**src/rtl/llst_pkg.sv**
```systemverilog
// Shared types and constants for the least-loaded server table.
`default_nettype none

package llst_pkg;

  localparam int SLOTS  = 16;
  localparam int IDX_W  = $clog2(SLOTS);
  localparam int ID_W   = 16;
  localparam int KIND_W = 4;
  localparam int LOAD_W = 16;

  localparam logic [LOAD_W-1:0] LOAD_MAX = '1;

  // Request codes.
  localparam logic [2:0] REQ_ADD     = 3'd0;
  localparam logic [2:0] REQ_REMOVE  = 3'd1;
  localparam logic [2:0] REQ_SELECT  = 3'd2;
  localparam logic [2:0] REQ_RELEASE = 3'd3;
  localparam logic [2:0] REQ_LOOKUP  = 3'd4;

  // Result status codes.
  localparam logic [1:0] ST_DONE = 2'd0;
  localparam logic [1:0] ST_MISS = 2'd1;
  localparam logic [1:0] ST_FULL = 2'd2;

  typedef struct packed {
    logic [2:0]        req_type;
    logic [ID_W-1:0]   conn_id;
    logic [ID_W-1:0]   server_id;
    logic [KIND_W-1:0] server_kind;
  } in_item_t;

  typedef struct packed {
    logic [ID_W-1:0] result_id;
    logic [1:0]      status;
  } out_item_t;

  // Search keys shared by every cell during a scan.
  typedef struct packed {
    logic [ID_W-1:0]   conn;
    logic [ID_W-1:0]   server;
    logic [KIND_W-1:0] login;
  } cell_key_t;

  // Token that walks the row, one cell per cycle, collecting search results.
  typedef struct packed {
    logic              valid;
    logic              match;
    logic [IDX_W-1:0]  match_idx;
    logic              free;
    logic [IDX_W-1:0]  free_idx;
    logic              best;
    logic [IDX_W-1:0]  best_idx;
    logic [LOAD_W-1:0] best_load;
    logic [ID_W-1:0]   best_conn;
    logic              srv;
    logic [ID_W-1:0]   srv_conn;
  } scan_tok_t;

  typedef enum logic [1:0] {
    UPD_WRITE,
    UPD_CLEAR,
    UPD_INC,
    UPD_DEC
  } upd_op_t;

  // Update broadcast to the row; only the addressed cell applies it.
  typedef struct packed {
    logic              en;
    upd_op_t           op;
    logic [IDX_W-1:0]  idx;
    logic [ID_W-1:0]   conn;
    logic [ID_W-1:0]   server;
    logic [KIND_W-1:0] kind;
  } upd_t;

  typedef enum logic [1:0] {
    CTL_IDLE,
    CTL_SCAN,
    CTL_FINISH
  } ctl_state_t;

endpackage

`default_nettype wire

```
**src/rtl/llst_cell.sv**
```systemverilog
// One table slot with its stage of the search token chain.
`default_nettype none

module llst_cell (
  input  wire                               clk,
  input  wire                               rst_n,
  input  wire  logic [llst_pkg::IDX_W-1:0]  my_idx,
  input  wire  llst_pkg::cell_key_t         key,
  input  wire  llst_pkg::scan_tok_t         tok_in,
  output llst_pkg::scan_tok_t               tok_out,
  input  wire  llst_pkg::upd_t              upd
);

  logic                          valid_r, valid_nxt;
  logic [llst_pkg::ID_W-1:0]     conn_r, conn_nxt;
  logic [llst_pkg::ID_W-1:0]     server_r, server_nxt;
  logic [llst_pkg::KIND_W-1:0]   kind_r, kind_nxt;
  logic [llst_pkg::LOAD_W-1:0]   load_r, load_nxt;
  llst_pkg::scan_tok_t           tok_r, tok_nxt;

  // Fold this slot into the passing token.
  always_comb begin
    tok_nxt = tok_in;
    if (valid_r && conn_r == key.conn && !tok_in.match) begin
      tok_nxt.match     = 1'b1;
      tok_nxt.match_idx = my_idx;
    end
    if (!valid_r && !tok_in.free) begin
      tok_nxt.free     = 1'b1;
      tok_nxt.free_idx = my_idx;
    end
    // Strict less-than keeps ties on the lower slot.
    if (valid_r && kind_r == key.login && (!tok_in.best || load_r < tok_in.best_load)) begin
      tok_nxt.best      = 1'b1;
      tok_nxt.best_idx  = my_idx;
      tok_nxt.best_load = load_r;
      tok_nxt.best_conn = conn_r;
    end
    if (valid_r && server_r == key.server && !tok_in.srv) begin
      tok_nxt.srv      = 1'b1;
      tok_nxt.srv_conn = conn_r;
    end
  end

  always_comb begin
    valid_nxt  = valid_r;
    conn_nxt   = conn_r;
    server_nxt = server_r;
    kind_nxt   = kind_r;
    load_nxt   = load_r;
    if (upd.en && upd.idx == my_idx) begin
      case (upd.op)
        llst_pkg::UPD_WRITE: begin
          valid_nxt  = 1'b1;
          conn_nxt   = upd.conn;
          server_nxt = upd.server;
          kind_nxt   = upd.kind;
          load_nxt   = '0;
        end
        llst_pkg::UPD_CLEAR: begin
          valid_nxt = 1'b0;
        end
        llst_pkg::UPD_INC: begin
          if (load_r != llst_pkg::LOAD_MAX) begin
            load_nxt = load_r + llst_pkg::LOAD_W'(1);
          end
        end
        llst_pkg::UPD_DEC: begin
          if (load_r != '0) begin
            load_nxt = load_r - llst_pkg::LOAD_W'(1);
          end
        end
        default: begin
          valid_nxt = valid_r;
        end
      endcase
    end
  end

  always_ff @(posedge clk) begin
    if (!rst_n) begin
      valid_r <= 1'b0;
      tok_r   <= '0;
    end else begin
      valid_r <= valid_nxt;
      tok_r   <= tok_nxt;
    end
  end

  always_ff @(posedge clk) begin
    conn_r   <= conn_nxt;
    server_r <= server_nxt;
    kind_r   <= kind_nxt;
    load_r   <= load_nxt;
  end

  assign tok_out = tok_r;

endmodule

`default_nettype wire

```
**src/rtl/least_loaded_server_table.sv**
```systemverilog
// Top level: request control and the row of slot cells.
//
// Requests arrive on in_valid/in_data and are taken when in_stall is low.
// Each request gives exactly one result beat on out_valid/out_data.
// The block works on one request at a time: after a beat is accepted, a
// search token runs through the row of SLOTS cells, one cell per cycle,
// then the chosen slot is updated and the result is registered.
// The token passes the start register and the SLOTS cell registers, is
// held in the token register for the finish step, and the block takes no
// new request until the finish step has registered the result.
// If the receiver stalls, the finished result waits in the output
// register; a following request runs its scan and then holds its update
// and result until the output register is free.
// The user must write the login type register through cfg_we/cfg_wdata
// only while no request is in flight; the block does not enforce this.
// Reset empties every slot, clears the login type to zero and leaves the
// block ready for a request in the next cycle.
`default_nettype none

module least_loaded_server_table (
  input  wire                              clk,
  input  wire                              rst_n,
  input  wire                              in_valid,
  output logic                             in_stall,
  input  wire  llst_pkg::in_item_t         in_data,
  output logic                             out_valid,
  input  wire                              out_stall,
  output llst_pkg::out_item_t              out_data,
  input  wire                              cfg_we,
  input  wire  logic [llst_pkg::KIND_W-1:0] cfg_wdata
);

  llst_pkg::ctl_state_t          state_r, state_nxt;
  llst_pkg::in_item_t            req_r;
  llst_pkg::scan_tok_t           tok_r, tok_nxt;
  logic                          start_r;
  logic [llst_pkg::KIND_W-1:0]   login_r;
  logic                          out_valid_r, out_valid_nxt;
  llst_pkg::out_item_t           out_data_r, out_data_nxt;
  llst_pkg::upd_t                upd;
  llst_pkg::cell_key_t           key;
  llst_pkg::scan_tok_t           launch;
  llst_pkg::scan_tok_t           tok_chain [llst_pkg::SLOTS+1];
  logic                          in_acc;
  logic                          out_free;

  assign in_stall  = (state_r != llst_pkg::CTL_IDLE);
  assign in_acc    = in_valid && !in_stall;
  assign out_free  = !out_valid_r || !out_stall;
  assign out_valid = out_valid_r;
  assign out_data  = out_data_r;

  assign key.conn   = req_r.conn_id;
  assign key.server = req_r.server_id;
  assign key.login  = login_r;

  always_comb begin
    launch       = '0;
    launch.valid = start_r;
  end

  assign tok_chain[0] = launch;

  for (genvar i = 0; i < llst_pkg::SLOTS; i++) begin : g_cell
    llst_cell u_cell (
      .clk     (clk),
      .rst_n   (rst_n),
      .my_idx  (llst_pkg::IDX_W'(i)),
      .key     (key),
      .tok_in  (tok_chain[i]),
      .tok_out (tok_chain[i+1]),
      .upd     (upd)
    );
  end

  always_comb begin
    state_nxt     = state_r;
    tok_nxt       = tok_r;
    out_valid_nxt = out_valid_r && out_stall;
    out_data_nxt  = out_data_r;
    upd           = '0;
    upd.conn      = req_r.conn_id;
    upd.server    = req_r.server_id;
    upd.kind      = req_r.server_kind;
    case (state_r)
      llst_pkg::CTL_IDLE: begin
        if (in_acc) begin
          state_nxt = llst_pkg::CTL_SCAN;
        end
      end
      llst_pkg::CTL_SCAN: begin
        if (tok_chain[llst_pkg::SLOTS].valid) begin
          tok_nxt   = tok_chain[llst_pkg::SLOTS];
          state_nxt = llst_pkg::CTL_FINISH;
        end
      end
      llst_pkg::CTL_FINISH: begin
        if (out_free) begin
          state_nxt              = llst_pkg::CTL_IDLE;
          out_valid_nxt          = 1'b1;
          out_data_nxt.result_id = '0;
          out_data_nxt.status    = llst_pkg::ST_MISS;
          case (req_r.req_type)
            llst_pkg::REQ_ADD: begin
              if (tok_r.match || tok_r.free) begin
                upd.en                 = 1'b1;
                upd.op                 = llst_pkg::UPD_WRITE;
                upd.idx                = tok_r.match ? tok_r.match_idx : tok_r.free_idx;
                out_data_nxt.result_id = req_r.conn_id;
                out_data_nxt.status    = llst_pkg::ST_DONE;
              end else begin
                out_data_nxt.status = llst_pkg::ST_FULL;
              end
            end
            llst_pkg::REQ_REMOVE: begin
              if (tok_r.match) begin
                upd.en                 = 1'b1;
                upd.op                 = llst_pkg::UPD_CLEAR;
                upd.idx                = tok_r.match_idx;
                out_data_nxt.result_id = req_r.conn_id;
                out_data_nxt.status    = llst_pkg::ST_DONE;
              end
            end
            llst_pkg::REQ_SELECT: begin
              if (tok_r.match) begin
                upd.en                 = 1'b1;
                upd.op                 = llst_pkg::UPD_INC;
                upd.idx                = tok_r.match_idx;
                out_data_nxt.result_id = req_r.conn_id;
                out_data_nxt.status    = llst_pkg::ST_DONE;
              end else if (tok_r.best) begin
                upd.en                 = 1'b1;
                upd.op                 = llst_pkg::UPD_INC;
                upd.idx                = tok_r.best_idx;
                out_data_nxt.result_id = tok_r.best_conn;
                out_data_nxt.status    = llst_pkg::ST_DONE;
              end
            end
            llst_pkg::REQ_RELEASE: begin
              if (tok_r.match) begin
                upd.en                 = 1'b1;
                upd.op                 = llst_pkg::UPD_DEC;
                upd.idx                = tok_r.match_idx;
                out_data_nxt.result_id = req_r.conn_id;
                out_data_nxt.status    = llst_pkg::ST_DONE;
              end
            end
            llst_pkg::REQ_LOOKUP: begin
              if (tok_r.srv) begin
                out_data_nxt.result_id = tok_r.srv_conn;
                out_data_nxt.status    = llst_pkg::ST_DONE;
              end
            end
            default: begin
              out_data_nxt.status = llst_pkg::ST_MISS;
            end
          endcase
        end
      end
      default: begin
        state_nxt = llst_pkg::CTL_IDLE;
      end
    endcase
  end

  always_ff @(posedge clk) begin
    if (!rst_n) begin
      state_r     <= llst_pkg::CTL_IDLE;
      start_r     <= 1'b0;
      out_valid_r <= 1'b0;
      login_r     <= '0;
    end else begin
      state_r     <= state_nxt;
      start_r     <= in_acc;
      out_valid_r <= out_valid_nxt;
      if (cfg_we) begin
        login_r <= cfg_wdata;
      end
    end
  end

  always_ff @(posedge clk) begin
    tok_r      <= tok_nxt;
    out_data_r <= out_data_nxt;
    if (in_acc) begin
      req_r <= in_data;
    end
  end

  // A token leaves the row only while a scan is running.
  a_tok_in_scan: assert property (@(posedge clk) disable iff (!rst_n)
    tok_chain[llst_pkg::SLOTS].valid |-> state_r == llst_pkg::CTL_SCAN)
    else $error("scan token left the row outside a scan");

  // An accepted beat always launches a token.
  a_accept_launch: assert property (@(posedge clk) disable iff (!rst_n)
    in_acc |=> start_r && state_r == llst_pkg::CTL_SCAN)
    else $error("accepted request did not start a scan");

  // A new result is only loaded when a request finishes.
  a_result_source: assert property (@(posedge clk) disable iff (!rst_n)
    $rose(out_valid_r) |-> $past(state_r == llst_pkg::CTL_FINISH))
    else $error("result appeared without a finished request");

  // The finish step is only entered from a scan.
  a_finish_order: assert property (@(posedge clk) disable iff (!rst_n)
    state_r == llst_pkg::CTL_FINISH |->
      $past(state_r == llst_pkg::CTL_SCAN) || $past(state_r == llst_pkg::CTL_FINISH))
    else $error("finish step entered out of order");

endmodule

`default_nettype wire
```
**config.mk**
```make
export PLATFORM = sky130hd
export DESIGN_NAME = least_loaded_server_table
export DESIGN_NICKNAME = d
export VERILOG_FILES = /design/src/rtl/llst_pkg.sv /design/src/rtl/llst_cell.sv /design/src/rtl/least_loaded_server_table.sv
export SDC_FILE = /design/constraint.sdc
export NUM_CORES = 2
export LEC_CHECK = 0
export ABC_AREA = 0
export BUFFER_PORTS_ARGS = -buffer_cell sky130_fd_sc_hd__buf_4
export CELL_PAD_IN_SITES_DETAIL_PLACEMENT = 1
export CELL_PAD_IN_SITES_GLOBAL_PLACEMENT = 1
export CORE_MARGIN = 2
export CORE_UTILIZATION = 46
export DETAILED_ROUTE_END_ITERATION = 8
export PLACE_DENSITY_LB_ADDON = 0.1
export SYNTH_ARGS = -nofsm -noshare
export SYNTH_HDL_FRONTEND = slang
export SYNTH_HIERARCHICAL = 1
export SYNTH_SLANG_ARGS = --single-unit
```
**constraint.sdc**
```tcl
create_clock -name clk -period 7.8 [get_ports clk]
set_input_delay 0.78 -clock clk [delete_from_list [all_inputs] [get_ports clk]]
set_output_delay 0.78 -clock clk [all_outputs]
set_load 0.005 [all_outputs]
```
==> flow_summary_export.csv <==
group,metric,value,unit
status,run_status,"finished, final reports clean",
global_route,antenna_found_initial,6,
sta,post-route-min-period,4900,ps
critical_path,path_common_cell,"a31oi_1",
sta,slew_violations,0,
final_layout,seqCellArea,49100,um^2
critical_path,critPathKind,"reg2reg",
sta,max_slew.worst_pin.slew,1220,ps
global_route,overflow,0,
sta,setup_tns,0,ps
floorplan,core,227000,um^2
routing,drt-total-wl,324000,um
cts,cts.htree.levels,4,
critical_path,critical_path_buf_inv_count,3,
sta,clock.fmax,0.204,GHz
routing,drtIter0Drc,4927,
critical_path,r2r_slack,2900,ps
synth,avgSynthCellArea,10.0,um^2
floorplan,die_h,482,um
min_path,hold_path_startpoint,"in_data[18]",
synth,syn-cell-area,105000,um^2
sta,hold_violations,0,
place,dpl-instance-area,109000,um^2
cts,cts_buffers,215,
floorplan,initial_core_util,0.463,
global_route,grt_pass1_vias,84935,
place,gp_congestion,0.863,
floorplan,die_w,482,um
min_path,hp-class,"in2reg",
sta,slew_headroom,0.189,
min_path,whs_endpoint,"key[18]$_DFFE_PP_",
floorplan,dieArea,233000,um^2
final_layout,syn_to_final_growth,10.8,%
cts,tritoncts,"yes",
critical_path,critPathSlowestCell,"edfxtp_1",
synth,ys.warnings.count,6,
critical_path,worst_setup_path_start_kind,"flop",
floorplan,ios,68,
global_route,grt_pass1_wl,502000,um
final_layout,layout-drive-gt1-share,0.0769,
sta,fin_skew,59.4,ps
final_layout,multiInputGateArea,53100,um^2
critical_path,cpPeakStageDelay,570,ps
sta,rsz0062_at_grt,"no",
final_layout,nets,11240,
cts,root_buffer,"clkbuf_16",
critical_path,cp.arrival,5580,ps
sta,finalSetupViolations,0,
final_layout,final_area,117000,um^2
power,irDropWorstVdd,169,uV
cts,worstSkewPairLatency,900,ps
critical_path,crit_fanout,26,
run,drv_cap,0,
cts,cts_buffer_depth,3,
min_path,worstHoldPathCells,1,
cts,path_clk_slew,60,ps
place,io_buffers,67,
cts,clkSinkCount,1985,
global_route,grt_max_degree,226,
cts,post-cts-setup-buffers,0,
power,p_leak,40.0,nW
routing,wl_per_cell,23.3,um
routing,firstDrtPassIters,6,
floorplan,placementRows,175,
critical_path,r2r_end,"g_cell[11].u_cell/load_r[10]$_SDFFCE_PN0P_",
critical_path,rr_startpoint,"req_r[36]$_DFFE_PP_",
routing,num_vias,81434,
routing,viasPerCell,5.85,
global_route,grtUsageTotal,0.273,
place,dp_hpwl,221000,um
critical_path,path_delay_family,"compound AO/OA/AOI/OAI gates",
routing,ant_nets,0,
routing,remaining_drc_errors,0,
final_layout,final.fill_count,25049,
critical_path,end_kind,"flop",
final_layout,post-route-util,0.513,
critical_path,r2r_cells,13,
critical_path,cp_data_required_time,8480,ps
power,p_per_area,190,nW/um^2
sta,post-route-period-util,0.629,
synth,netlist_instances,10522,
critical_path,crit_chain,"nand2b_1, a21o_1, nor4bb_4, buf_8, buf_4, nand2_1, inv_1, ha_1, nor2b_1, o31ai_1, a31oi_1, a31oi_1, mux2i_1",
worst max path at each step:
stage | startpoint | to | slack [ps] | cells past startpoint
after floorplan | out_stall | g_cell[0].u_cell/load_r[14]$_SDFFCE_PN0P_ | 1230 | 12
after global placement | out_stall | g_cell[5].u_cell/load_r[14]$_SDFFCE_PN0P_ | 2480 | 13
after detailed placement | out_stall | g_cell[11].u_cell/load_r[10]$_SDFFCE_PN0P_ | 2810 | 14
after CTS | req_r[36]$_DFFE_PP_ | g_cell[11].u_cell/load_r[10]$_SDFFCE_PN0P_ | 2930 | 13
after global routing | req_r[36]$_DFFE_PP_ | g_cell[5].u_cell/load_r[14]$_SDFFCE_PN0P_ | 2640 | 14
final | req_r[36]$_DFFE_PP_ | g_cell[11].u_cell/load_r[10]$_SDFFCE_PN0P_ | 2900 | 13
layer usage:
metal,global-route usage,routed length (um)
met1,0.346,139000
met2,0.483,162000
met3,0.0299,12100
met4,0.0920,10700
met5,0,0
layout make-up:
type / instances / area share
diodes: 5 / 0.000107
clock buffers: 312 / 0.0546
clock inverters: 96 / 0.00728
inverters: 387 / 0.0124
multi-input cells: 7873 / 0.455
flip-flops and latches: 1985 / 0.421
well taps: 3009 / 0.0323
repair buffers: 250 / 0.0172
state kept, by name, indices dropped and copies added (netlist names), 16 cells and up:
register and cells:
g_cell.u_cell/tok_out 1024, tok_r 48, g_cell.u_cell/valid_r 16, key 32, g_cell.u_cell/load_r 256, g_cell.u_cell/kind_r 64
g_cell.u_cell/server_r 256, out_data 18, g_cell.u_cell/conn_r 256
cells in the final DEF, fill, tap and decap left out, types with 35 or more instances in the layout:
cell type / instances
clkbuf_1: 46
clkinv_2: 39
a21o_1: 81
o2111ai_1: 220
nor3_2: 35
clkbuf_8: 39
nor2_1: 364
o31ai_1: 66
xor2_1: 502
a21boi_0: 61
ha_1: 464
o221ai_1: 225
nand3_1: 168
o21ai_0: 240
o21a_1: 129
nand2b_1: 83
inv_1: 381
mux2i_1: 633
nor3_1: 413
nor4_1: 175
a211oi_1: 64
dfxtp_1: 1047
or3_1: 441
o31ai_2: 60
a31oi_1: 58
nor2b_1: 280
buf_4: 238
conb_1: 348
a21oi_1: 397
edfxtp_1: 937
xnor2_1: 240
nand4_1: 210
clkbuf_16: 226
nand2_1: 1506
timing repair:
action	4_1_cts	5_1_grt
endpoints found under the hold margin	1	0
resized for setup	0	0
hold buffers	1	0
through the flow:
stage	total power, mW	hold WS [ps]	worst slack [ps]	std cells
after floorplan	11.7	386	1230	10868
after CTS	22.4	12.4	2930	13911
after detailed placement	12.1	390	2810	13502
after global placement	12.0	386	2480	13501
after global routing	22.9	34.4	2640	13914
final	22.2	74.1	2900	13917
where the power goes:
part           internal (mW)  switching, mW  total, mW
Combinational          0.242          0.586      0.828
Clock                   5.87           4.46       10.3
Sequential              11.0         0.0616       11.0
Note: power is estimated with default switching activity, not from simulation.
